<file path="src/hw/rtl/ffha_pkg.sv">
// ffha_pkg: shared constants, codes and request/result types for the
// first-fit heap allocator. No dependencies.
`default_nettype none
package ffha_pkg;
    localparam int HEAP_BYTES   = 65536;
    localparam int HEADER_BYTES = 24;
    localparam int ALIGN_BYTES  = 8;
    localparam int NUM_SEGS     = 16;

    localparam int HDR         = ((HEADER_BYTES + ALIGN_BYTES - 1) / ALIGN_BYTES) * ALIGN_BYTES;
    localparam int HEAP_USE    = (HEAP_BYTES / ALIGN_BYTES) * ALIGN_BYTES;
    localparam int STORE_DEPTH = HEAP_BYTES / ALIGN_BYTES;
    localparam int STORE_AW    = $clog2(STORE_DEPTH);
    localparam int ALIGN_SH    = $clog2(ALIGN_BYTES);
    localparam int POS_W       = $clog2(HEAP_USE + 1);
    localparam int END_W       = POS_W + 1;
    localparam int SIZE_W      = 16;
    localparam int RSZ_W       = 18;
    localparam int SEG_IW      = $clog2(NUM_SEGS);
    localparam int CNT_W       = $clog2(NUM_SEGS + 1);

    localparam logic REQ_ALLOC = 1'b0;
    localparam logic REQ_FREE  = 1'b1;

    typedef enum logic [1:0] {
        ST_ALLOC = 2'd0,
        ST_NOFIT = 2'd1,
        ST_FREED = 2'd2,
        ST_ERR   = 2'd3
    } t_status;

    typedef enum logic [3:0] {
        S_IDLE, S_ALLOC, S_FRD, S_FCHK, S_FSCAN, S_FVAL, S_FINS, S_MLO, S_MHI
    } t_state;

    typedef struct packed {
        logic        req_type;
        logic [16:0] req_size;
        logic [15:0] free_addr;
    } t_req;

    typedef struct packed {
        logic [1:0]  status;
        logic [15:0] addr;
    } t_rsp;

    typedef struct packed {
        logic    load;
        logic    step;
        logic    commit;
        logic    f_latch;
        logic    insert;
        logic    merge_lo;
        logic    merge_hi;
        logic    emit;
        t_status code;
    } t_cmd;

    typedef struct packed {
        logic is_free;
        logic a_zero;
        logic a_fit;
        logic idx_end;
        logic f_bad_addr;
        logic f_bad_end;
        logic scan_stop;
        logic f_reject;
        logic touch_lo;
        logic touch_hi;
    } t_stat;
endpackage
`default_nettype wire

</file>
<file path="src/hw/rtl/ffha_ctrl.sv">
// ffha_ctrl: request sequencer for the allocator.
// Depends on ffha_pkg.
`default_nettype none
module ffha_ctrl (
    input  wire logic           i_clk,
    input  wire logic           i_rst_n,
    input  wire logic           start,
    output logic                busy,
    input  wire ffha_pkg::t_stat i_stat,
    output ffha_pkg::t_cmd      o_cmd
);
    ffha_pkg::t_state r_state, n_state;

    always_ff @(posedge i_clk) begin
        if (!i_rst_n) begin
            r_state <= ffha_pkg::S_IDLE;
        end else begin
            r_state <= n_state;
        end
    end

    always_comb begin
        n_state = r_state;
        case (r_state)
            ffha_pkg::S_IDLE: begin
                if (start) n_state = i_stat.is_free ? ffha_pkg::S_FRD : ffha_pkg::S_ALLOC;
            end
            ffha_pkg::S_ALLOC: begin
                if (i_stat.a_zero || i_stat.idx_end || i_stat.a_fit) n_state = ffha_pkg::S_IDLE;
            end
            ffha_pkg::S_FRD: begin
                n_state = i_stat.f_bad_addr ? ffha_pkg::S_IDLE : ffha_pkg::S_FCHK;
            end
            ffha_pkg::S_FCHK: begin
                n_state = i_stat.f_bad_end ? ffha_pkg::S_IDLE : ffha_pkg::S_FSCAN;
            end
            ffha_pkg::S_FSCAN: begin
                if (i_stat.scan_stop) n_state = ffha_pkg::S_FVAL;
            end
            ffha_pkg::S_FVAL: begin
                n_state = i_stat.f_reject ? ffha_pkg::S_IDLE : ffha_pkg::S_FINS;
            end
            ffha_pkg::S_FINS: n_state = ffha_pkg::S_MLO;
            ffha_pkg::S_MLO:  n_state = ffha_pkg::S_MHI;
            ffha_pkg::S_MHI:  n_state = ffha_pkg::S_IDLE;
            default:          n_state = ffha_pkg::S_IDLE;
        endcase
    end

    always_comb begin
        o_cmd      = '0;
        o_cmd.code = ffha_pkg::ST_NOFIT;
        busy       = (r_state != ffha_pkg::S_IDLE);
        case (r_state)
            ffha_pkg::S_IDLE: begin
                o_cmd.load = start;
            end
            ffha_pkg::S_ALLOC: begin
                if (i_stat.a_zero || i_stat.idx_end) begin
                    o_cmd.emit = 1'b1;
                end else if (i_stat.a_fit) begin
                    o_cmd.commit = 1'b1;
                    o_cmd.emit   = 1'b1;
                    o_cmd.code   = ffha_pkg::ST_ALLOC;
                end else begin
                    o_cmd.step = 1'b1;
                end
            end
            ffha_pkg::S_FRD: begin
                o_cmd.emit   = i_stat.f_bad_addr;
                o_cmd.code   = ffha_pkg::ST_ERR;
            end
            ffha_pkg::S_FCHK: begin
                o_cmd.f_latch = 1'b1;
                o_cmd.emit    = i_stat.f_bad_end;
                o_cmd.code    = ffha_pkg::ST_ERR;
            end
            ffha_pkg::S_FSCAN: begin
                o_cmd.step = !i_stat.scan_stop;
            end
            ffha_pkg::S_FVAL: begin
                o_cmd.emit = i_stat.f_reject;
                o_cmd.code = ffha_pkg::ST_ERR;
            end
            ffha_pkg::S_FINS: begin
                o_cmd.insert = 1'b1;
            end
            ffha_pkg::S_MLO: begin
                o_cmd.merge_lo = i_stat.touch_lo;
            end
            ffha_pkg::S_MHI: begin
                o_cmd.merge_hi = i_stat.touch_hi;
                o_cmd.emit     = 1'b1;
                o_cmd.code     = ffha_pkg::ST_FREED;
            end
            default: begin
                o_cmd = '0;
            end
        endcase
    end
endmodule
`default_nettype wire

</file>
<file path="config.mk">
export PLATFORM = sky130hd
export DESIGN_NAME = ffha_ctrl
export DESIGN_NICKNAME = d
export VERILOG_FILES = /design/src/hw/rtl/ffha_pkg.sv /design/src/hw/rtl/ffha_ctrl.sv
export SDC_FILE = /design/constraint.sdc
export NUM_CORES = 1
export LEC_CHECK = 0
export ABC_AREA = 1
export BUFFER_PORTS_ARGS = -buffer_cell sky130_fd_sc_hd__buf_2
export CAP_MARGIN = 20
export CORE_AREA = 5 5 42 44
export CTS_BUF_LIST = sky130_fd_sc_hd__clkbuf_8
export DETAILED_ROUTE_END_ITERATION = 6
export DIE_AREA = 0 0 47 49
export GPL_TIMING_DRIVEN = 0
export SLEW_MARGIN = 0
export SYNTH_ARGS = -nofsm -noshare
export SYNTH_HDL_FRONTEND = slang
export SYNTH_SLANG_ARGS = --single-unit
export TNS_END_PERCENT = 30
</file>
<file path="constraint.sdc">
create_clock -name i_clk -period 1.1 [get_ports i_clk]
set_input_delay 0.055 -clock i_clk [delete_from_list [all_inputs] [get_ports i_clk]]
set_output_delay 0.055 -clock i_clk [all_outputs]
set_load 0.005 [all_outputs]
</file>
==> After elaboration in Yosys (flattened, before gate mapping) <==
Cells that the tools add are included.
{ "totals": {"elab_cells": 41, "out_inout_bits": 11, "register_bits": 4, "inputBits": 13} }
{ "classes": {"muxes": 22, "reduce_logical": 7, "eq_ne": 11} }
{ "ops": {"columns": ["operator", "count"], "rows": [
  ["case mux 4 bit (8 select lines)", 1],
  ["case mux 3 bit (6 select lines)", 1],
  ["== test 4 x 3 -> 1 bit, second input constant", 4],
  ["2-to-1 mux 4 bit", 3],
  ["2-to-1 mux 1 bit", 9],
  ["2-to-1 mux 3 bit", 3],
  ["== test 4 x 2 -> 1 bit, second input constant", 2],
  ["2-to-1 mux 2 bit", 4],
  ["inequality test 2 bit, second input constant", 3],
  ["== test 4 x 1 -> 1 bit, second input constant", 1],
  ["== test 4 bit, second input constant", 1],
  ["logical NOT 4 bit", 1],
  ["nonzero test 4 bit", 1],
  ["OR reduction 4 bit", 1],
  ["AND reduction 3 bit", 1],
  ["logical OR 1 bit", 2],
  ["case mux 1 bit (2 select lines)", 1],
  ["logical NOT 1 bit", 1]
]} }

==> Logic depth before layout (Yosys ltp) <==
Gate-level depths: netlist of run 1.
{ "depth": {"depth_word": 4, "depth_mapped": 7, "mapped_depth_nobuf": 7} }

==> Least setup slack after synthesis of run 1 <==
No wires, ideal clock.
{ "synth_timing": {"path_kind": "reg-to-reg", "startpoint": "register r_state[0]", "endpoint": "register r_state[0]", "path_buffers": 0, "slack_ps": 77, "stages_incl_launch_ff": 7, "arrival_time_ps": 906, "synth_period_minus_slack_ps": 1023, "required_ps": 983, "setup_time_ps": 117, "path_cell_list": "dfxtp_1 > nor2_2 > inv_1 > nor2_1 > nor2_4 > nand3_1 > a21oi_2"} }
{ "synth_between": {"elab_chain_cells": 3} }
{ "synth_rtl": {"columns": ["item", "line_no", "source"], "rows": [
  ["from (decl)", "ffha_ctrl.sv:12", "ffha_pkg::t_state r_state, n_state;"],
  ["from (signal assigned)", "ffha_ctrl.sv:16", "r_state <= ffha_pkg::S_IDLE;"],
  ["from (signal assigned)", "ffha_ctrl.sv:18", "r_state <= n_state;"],
  ["== test 4 x 1 -> 1 bit (tied with other cells)", "ffha_ctrl.sv:24", "case (r_state)"],
  ["inequality test 2 bit (no source line)", null, null],
  ["AND reduction 3 bit (no source line)", null, null]
]} }
Parallel ways exist; a longest one is shown, timed or not.
A chain may end at the register's enable or synchronous reset.

==> results of run 1 <==
[stage by stage]
stage	setup slack [ns]	setup TNS [ns]	power, W	area [µm²]	hold WS (ns)
final	-0.155	-0.605	0.000642	684	0.132
after floorplan	0.0769	0	0.000263	423	0.181
after global routing	-0.267	-1.48	0.000686	684	0.158
after detailed placement	-0.0342	-0.0407	0.000319	558	0.349
after global placement	-0.0572	-0.0736	0.000318	558	0.346
after CTS	-0.149	-0.636	0.000645	674	0.132
[cell usage after synthesis, types with 2 or more instances]
library cell   n  area (µm²)
inv_1         19        71.3
nand2_1       14        52.6
nor2_1        10        37.5
nand3_1        7        35.0
dfxtp_1        4        80.1
nor2_2         4        25.0
nor2_4         3        33.8
inv_2          2        7.51
nand2_2        2        12.5
nand3b_1       2        15.0
[how the worst min path moves through the flow]
| stage | slack, ns | depth (start not counted) | to | startpoint |
|---|---|---|---|---|
| after floorplan | 0.18 | 2 | o_cmd[3] | i_stat[0] |
| after global placement | 0.35 | 3 | r_state[0]$_SDFFE_PN0P_ | i_rst_n |
| after CTS | 0.13 | 3 | r_state[0]$_SDFFE_PN0P_ | i_rst_n |
| final | 0.13 | 3 | r_state[0]$_SDFFE_PN0P_ | i_rst_n |
| after global routing | 0.16 | 3 | r_state[0]$_SDFFE_PN0P_ | i_rst_n |
| after detailed placement | 0.35 | 3 | r_state[0]$_SDFFE_PN0P_ | i_rst_n |
[cell families (layout without fill, tap and decap cells)]
group | count (synthesis) | in the layout
AO/OA/AOI/OAI | 6 | 6
buffers and inverters | 21 | 53
flip-flops | 4 | 4
AND/OR/NAND/NOR | 44 | 44
[power groups by stage]
stage	combinational, W	clock, W	sequential (W)
6_report	0.000177	0.000299	0.000166
5_1_grt	0.000202	0.000315	0.000168
3_5_place_dp	0.000152	0	0.000166
3_3_place_gp	0.000151	0	0.000166
4_1_cts	0.000175	0.000304	0.000166
2_1_floorplan	0.0000979	0	0.000165
[what timing repair did]
action / CTS / global route
resized for setup: 16 / 2
buffers inserted: 5 / 1
setup endpoints to repair: 12 / 14
cloned: 0 / 0
pin swaps: 3 / 1
[worst max-delay path, stage by stage (launching register included)]
cell and delay (ns):
dfxtp_2 0.34, nor2_4 0.16, nand2_2 0.09, o21ai_2 0.13, a21oi_2 0.05, o211ai_1 0.08, buf_2 0.14
[final cells by class]
cell class | count | area, µm² | area share
tap | 16 | 20.0 | 0.0293
inverter | 21 | 81.3 | 0.119
sequential | 4 | 92.6 | 0.135
timing repair buffer | 29 | 168 | 0.245
clock buffer | 3 | 41.3 | 0.0603
multi-input combinational | 50 | 282 | 0.411
[layer usage]
metal,up-vias,global-route usage,wire length [µm]
li1,290,-,-
met1,225,0.138,491
met2,14,0.179,589
met3,2,0.0295,76
met4,0,0.0553,12
met5,-,0,0
==> results.sh, run 1 <==
export IMPL_violations="setup timing"
export IMPL_drt_iter0_markers=7
export IMPL_wl_mm=1.17
export IMPL_cts_root_buf="clkbuf_8"
export IMPL_ys_seq_area_frac=0.189
export IMPL_p_clk_frac=0.465
export IMPL_synth_compound_area_frac=0.0888
export IMPL_grt_pass1_wl_mm=1.95
export IMPL_cp_endpoint="o_cmd[2]"
export IMPL_drv_cap=0
export IMPL_cts_sinks=4
export IMPL_fin_util=0.488
export IMPL_rsz0062_at_grt="yes"
export IMPL_end_kind="primary output"
export IMPL_fill_cells=159
export IMPL_drv_slew=0
export IMPL_synth_ff_type="dfxtp_1"
export IMPL_io_buffers=23
export IMPL_overflow=0
export IMPL_period_minus_slack_ns=1.26
export IMPL_synth_xor_area_share=0
export IMPL_row_count=14
export IMPL_detailedRoute_firstPassIterationCount=4
export IMPL_drt_wirelength_per_cell_um=9.51
export IMPL_drcViolationCount=0
export IMPL_ctsHoldBuffers=0
export IMPL_syn_area_um2=423
export IMPL_track_usage=0.114
export IMPL_reg2reg_depth=7
export IMPL_path_class="flop to primary output"
export IMPL_status="finished, violations left"
export IMPL_synth_area_per_cell_um2=5.64
export IMPL_pwr_density_cell_nw_per_um2=938
export IMPL_p_seq_frac=0.259
export IMPL_finClkSkew_ns=0.00230
export IMPL_critical_path_required_ns=1.04
export IMPL_cts_buffers=3
export IMPL_reg2reg_slack_ns=-0.06
export IMPL_p_switching_w=0.000173
export IMPL_clock_latency_ns=0.21
export IMPL_vias=531
export IMPL_synth_seq_cells=4
export IMPL_hp_class="input pin to flop"
export IMPL_synthCells=75
export IMPL_regMostFlops="r_state"
export IMPL_syn_num_nets=88
export IMPL_fp_dieH_um=49
export IMPL_largest_reg_flops=4
export IMPL_setup_worst_path_start="r_state[2]$_SDFFE_PN0P_"
export IMPL_antenna_found_initial=0
export IMPL_dp_cells=114
export IMPL_core_area_um2=1400
export IMPL_combPwrFrac=0.276
export IMPL_tightest_slew_ns=0.203
export IMPL_cp_arrival_ns=1.20
export IMPL_grt_pass1_vias=489
export IMPL_finalWorstSetupSlack_ns=-0.155
export IMPL_period_share=1.14
export IMPL_synthArstFlopShare=0
export IMPL_max_slew_margin=0.864
export IMPL_path_max_fanout=5
export IMPL_leakage_nw=0.414
export IMPL_synth_top_family_by_area="simple AND/OR/NAND/NOR gates"
export IMPL_cts_tree="built"
export IMPL_yosys_area_share_adder=0
export IMPL_layout_common_cells="buf_2, inv_1, nand2_1"
export IMPL_htree_levels=1
export IMPL_reg_top3="r_state (4)"
export IMPL_muxShareOfSynthArea=0
export IMPL_hold_viol=0
export IMPL_r2r_end="r_state[0]$_SDFFE_PN0P_"
export IMPL_initial_utilization=0.302
export IMPL_fmax_ghz=0.797
export IMPL_ir_drop_uv=620
export IMPL_synthSimpleGateAreaFrac=0.536
export IMPL_r2r_start="r_state[2]$_SDFFE_PN0P_"
export IMPL_grt_max_degree=6
export IMPL_cp_start_kind="flop"
export IMPL_layout_drive_gt1_share=0.514
export IMPL_cts_clk_slew_worst_paths_ns=0.03
export IMPL_die_area_um2=2300
export IMPL_die_w_um=47
export IMPL_synth_edf_count=0
export IMPL_internal_power_w=0.000469
export IMPL_final_nets=122
export IMPL_swShare=0.269
export IMPL_area_delta_synth_final_pct=61.8
export IMPL_synth_cell_types=18
export IMPL_antenna_left=0
export IMPL_yosys_warnings=0
export IMPL_gp_congestion=0.799
export IMPL_clk_path_buf_depth=2
export IMPL_instances_no_fill=123
export IMPL_final_common_cell="buf_2"
export IMPL_routed_via_density=4.32
export IMPL_dpl_hpwl_um=892
export IMPL_setup_viol=8
export IMPL_io_pins=24
export IMPL_num_antenna_cells=0
(Power assumes the default switching activity.)
==> inputs of run 2 (changes only) <==
- CORE_AREA: 5 5 42 44 -> unset
- CORE_MARGIN: unset -> 5
- CORE_UTILIZATION: unset -> 25
- DIE_AREA: 0 0 47 49 -> unset
==> run 2 against run 1 <==
  * The run still ends with setup timing left
  * First-iteration DRC count shrank 57%
  * Sequential cell count stayed put
  * Hold slack lost 0.0071 ns
  * Utilization down 3.2 points
  * Highest routed layer unchanged
==> results.sh, run 2 (synthesis gave the netlist of run 1 again) <==
export IMPL_status="finished, violations left"
export IMPL_violations="setup timing"
export IMPL_rsz0062_at_grt="yes"
export IMPL_critPathSlowestCell="dfxtp_4"
export IMPL_io_buffers=23
export IMPL_power_w=0.000660
export IMPL_cts_tree="built"
export IMPL_detailedRoute_firstPassIterationCount=4
export IMPL_final_nets=121
export IMPL_cts_root_buf="clkbuf_8"
export IMPL_register_area_um2=95.1
export IMPL_fill_cells=166
export IMPL_period_minus_slack_ns=1.25
export IMPL_setup_tns_ns=-0.545
export IMPL_finalWorstSetupSlack_ns=-0.154
export IMPL_crit_buf_inv=2
export IMPL_final_design_area_no_fill_um2=712
export IMPL_tightest_slew_ns=0.187
export IMPL_fp_dieH_um=51.1
export IMPL_cp_arrival_ns=1.20
export IMPL_die_w_um=51.1
export IMPL_track_usage=0.106
export IMPL_hold_ws_ns=0.124
export IMPL_layout_common_cells="buf_2, inv_1, nand2_1"
export IMPL_path_max_fanout=4
export IMPL_clk_path_buf_depth=2
export IMPL_antenna_found_initial=0
export IMPL_die_area_um2=2610
export IMPL_num_antenna_cells=0
export IMPL_gp_congestion=0.750
export IMPL_path_class="flop to primary output"
export IMPL_pwr_density_cell_nw_per_um2=927
export IMPL_largest_reg_flops=4
export IMPL_setup_viol=8
export IMPL_htree_levels=1
export IMPL_layout_drive_gt1_share=0.604
export IMPL_path_cells="nor2_4, buf_6, nand2_2, o211ai_1, buf_2"
export IMPL_area_delta_synth_final_pct=68.3
export IMPL_grt_max_degree=6
export IMPL_period_share=1.14
export IMPL_critical_path_required_ns=1.04
export IMPL_cp_start_kind="flop"
export IMPL_cts_buffers=3
export IMPL_multi_input_comb_area_um2=314
export IMPL_drv_cap=0
export IMPL_initial_utilization=0.271
export IMPL_max_slew_margin=0.875
export IMPL_slowest_delay_ns=0.35
export IMPL_clock_latency_ns=0.22
export IMPL_routed_via_density=4.39
export IMPL_place_area_um2=558
export IMPL_hp_class="input pin to flop"
export IMPL_antenna_left=0
export IMPL_fin_util=0.457
export IMPL_final_common_cell="buf_2"
export IMPL_dpl_hpwl_um=921
export IMPL_drt_wirelength_per_cell_um=10.3
export IMPL_overflow=0
export IMPL_core_area_um2=1560
export IMPL_io_pins=24
export IMPL_hold_viol=0
export IMPL_path_delay_family="flip-flops"
export IMPL_cts_clk_slew_worst_paths_ns=0.03
export IMPL_drv_slew=0
export IMPL_row_count=14
export IMPL_vias=535
export IMPL_regMostFlops="r_state"
export IMPL_wl_mm=1.26
export IMPL_ir_drop_uv=536
export IMPL_drcViolationCount=0
export IMPL_fmax_ghz=0.797
export IMPL_reg_top3="r_state (4)"
export IMPL_end_kind="primary output"
export IMPL_finClkSkew_ns=0.000767
export IMPL_drt_iter0_markers=3
export IMPL_grt_pass1_wl_mm=2.12
export IMPL_leakage_nw=0.411
export IMPL_grt_pass1_vias=553
export IMPL_cts_sinks=4
## run 2: final timing paths
kind         cells past startpoint  slack [ns]                     from                 endpoint
max reg2reg                      7       -0.03  r_state[3]$_SDFFE_PN0P_  r_state[0]$_SDFFE_PN0P_
max                              5       -0.15  r_state[3]$_SDFFE_PN0P_                 o_cmd[2]
min reg2reg                      4        0.63  r_state[1]$_SDFFE_PN0P_  r_state[3]$_SDFFE_PN0P_
min                              3        0.12                  i_rst_n  r_state[0]$_SDFFE_PN0P_
## run 2: power by group
part	internal, W	total [W]	switching, W
registers	0.000150	0.000167	0.0000167
clock network	0.000234	0.000312	0.0000788
logic	0.0000837	0.000181	0.0000974
## run 2: tightest hold or removal path: cells and delay by family
| kind | cells | cell delay (ns) |
|---|---|---|
| AOI/OAI and AO/OA | 1 | 0.10 |
| buffers and inverters | 2 | 0.15 |
## run 2: repair_timing
action	in CTS	in global routing
setup endpoints to repair	13	12
buffers inserted	5	0
pin swaps	8	3
hold buffers	0	0
gates resized for setup	23	8
## run 2: through the flow
step	std cells	worst slack, ns
CTS	122	-0.168
finish	122	-0.154
global placement	114	-0.0433
detailed placement	114	-0.0517
floorplan	75	0.0769
global route	122	-0.216
## run 2: per-layer routing
layer  vias up  GRT usage  wire (µm)
met5         -          0          0
met4         0     0.0673         20
met3         2     0.0145         81
met2        19      0.189        596
met1       227      0.117        559
li1        287          -          -
## run 2: layout make-up
| class | count | area share |
|---|---|---|
| clock buffer | 3 | 0.0580 |
| inverter | 21 | 0.114 |
| multi-input combinational | 50 | 0.441 |
| sequential | 4 | 0.134 |
| tap | 16 | 0.0281 |
| timing repair buffer | 28 | 0.225 |
==> inputs of run 3 (changes only) <==
- clock period: 1.1 -> 1.25 ns (I/O delays scaled with it)
==> run 3 against run 2 <==
  * The flow still finishes with violations (setup timing)
  * Clock power is 12% lower
  * Combinational power is 21% lower
  * Sequential power shrank 10%
  * Cell count is 1.6% lower
  * Utilization fell by 3.7 points
==> results.sh, run 3 (synthesis gave the netlist of run 1 again) <==
export IMPL_status="finished, violations left"
export IMPL_violations="setup timing"
export IMPL_num_antenna_cells=0
export IMPL_die_area_um2=2610
export IMPL_max_slew_margin=0.890
export IMPL_period_share=1.03
export IMPL_grt_pass1_wl_mm=1.99
export IMPL_internal_power_w=0.000405
export IMPL_setup_viol=1
export IMPL_path_max_fanout=4
export IMPL_dp_slack_ns=0.0908
export IMPL_end_kind="primary output"
export IMPL_final_design_area_no_fill_um2=654
export IMPL_area_delta_synth_final_pct=54.7
export IMPL_hold_ws_ns=0.134
export IMPL_final_common_cell="buf_2"
export IMPL_fmax_ghz=0.779
export IMPL_cts_buffers=3
export IMPL_cts_sinks=4
export IMPL_holdPathStages=3
export IMPL_cts_clk_slew_worst_paths_ns=0.03
export IMPL_dpl_hpwl_um=921
export IMPL_tightest_slew_ns=0.165
export IMPL_p_switching_w=0.000163
export IMPL_row_count=14
export IMPL_die_w_um=51.1
export IMPL_leakage_nw=0.393
export IMPL_initial_utilization=0.271
export IMPL_rsz0062_at_grt="yes"
export IMPL_drv_cap=0
export IMPL_swShare=0.286
export IMPL_cp_arrival_ns=1.22
export IMPL_cts_root_buf="clkbuf_8"
export IMPL_grt_pass1_vias=516
export IMPL_reg_top3="r_state (4)"
export IMPL_htree_levels=1
export IMPL_reg2reg_depth=7
export IMPL_cts_tree="built"
export IMPL_ctsHoldBuffers=0
export IMPL_layout_common_cells="buf_2, inv_1, nand2_1"
export IMPL_place_area_um2=558
export IMPL_antenna_left=0
export IMPL_finClkSkew_ns=0.00218
export IMPL_final_nets=119
export IMPL_path_class="flop to primary output"
export IMPL_hp_class="input pin to flop"
export IMPL_overflow=0
export IMPL_routed_via_density=4.38
export IMPL_largest_reg_flops=4
export IMPL_detailedRoute_firstPassIterationCount=2
export IMPL_track_usage=0.0999
export IMPL_clock_latency_ns=0.22
export IMPL_antenna_found_initial=0
export IMPL_layout_drive_gt1_share=0.519
export IMPL_period_minus_slack_ns=1.28
export IMPL_hold_viol=0
export IMPL_fp_dieH_um=51.1
export IMPL_drv_slew=0
export IMPL_io_buffers=23
export IMPL_p_clk_frac=0.485
export IMPL_clk_path_buf_depth=2
export IMPL_regMostFlops="r_state"
export IMPL_pwr_density_cell_nw_per_um2=868
export IMPL_grt_max_degree=6
export IMPL_fill_cells=173
export IMPL_wl_mm=1.23
export IMPL_gp_congestion=0.750
export IMPL_drt_wirelength_per_cell_um=10.2
export IMPL_drcViolationCount=0
export IMPL_cp_start_kind="flop"
export IMPL_drt_iter0_markers=3
export IMPL_io_pins=24
export IMPL_vias=526
export IMPL_finalWorstSetupSlack_ns=-0.0344
export IMPL_p_seq_frac=0.263
export IMPL_ir_drop_uv=471
export IMPL_critical_path_required_ns=1.19
export IMPL_core_area_um2=1560
export IMPL_combPwrFrac=0.252
run 3: cell count changes in the layout (fill, tap and decap cells not counted), sizes merged:
cell / previous run / this run
buf: 28 / 26
run 3: cell type report:
type	instances	area [µm²]	area share
multi-input cells	50	283	0.432
repair buffers	26	141	0.216
flip-flops and latches	4	90.1	0.138
inverters	21	78.8	0.120
clock buffers	3	41.3	0.0631
well taps	16	20.0	0.0306
run 3: stage by stage:
stage | TNS [ns] | util | total power [W] | instances
5_1_grt | -0.263 | 0.420 | 0.000608 | 120
6_report | -0.0344 | 0.420 | 0.000568 | 120
3_3_place_gp | 0 | 0.358 | 0.000280 | 114
3_5_place_dp | 0 | 0.358 | 0.000282 | 114
2_1_floorplan | 0 | - | 0.000231 | 75
4_1_cts | -0.0306 | 0.410 | 0.000566 | 120
run 3: timing repair:
action | 4_1_cts | 5_1_grt
cloned | 0 | 0
setup endpoints to repair | 2 | 5
resized for setup | 10 | 7
buffers inserted | 3 | 0
pin swaps | 1 | 6
run 3: final timing paths:
check,from,endpoint,slack [ns]
setup / recovery,r_state[1]$_SDFFE_PN0P_,o_cmd[2],-0.03
hold reg to reg,r_state[0]$_SDFFE_PN0P_,r_state[2]$_SDFFE_PN0P_,0.65
hold / removal,i_rst_n,r_state[0]$_SDFFE_PN0P_,0.13
setup reg to reg,r_state[3]$_SDFFE_PN0P_,r_state[0]$_SDFFE_PN0P_,0.12
run 3: critical path: stages (launching register included):
cell and delay [ns]:
dfxtp_4 0.35, inv_1 0.10, nand2_1 0.10, nor2_2 0.15
nand2_1 0.07, o211ai_1 0.09, buf_2 0.14
run 3: per-layer routing:
metal  share of wire  track usage  up-vias
met5               0            0        -
met4           0.017       0.0673        0
met3           0.072       0.0145        2
met2            0.45        0.167       19
met1            0.46        0.117      219
li1                -            -      286
run 3: power groups by stage:
stage	registers, W	logic [W]	clock network (W)
after global routing	0.000151	0.000164	0.000293
after floorplan	0.000145	0.0000862	0
final	0.000150	0.000143	0.000275
after CTS	0.000147	0.000141	0.000278
after global placement	0.000146	0.000134	0
after detailed placement	0.000146	0.000135	0
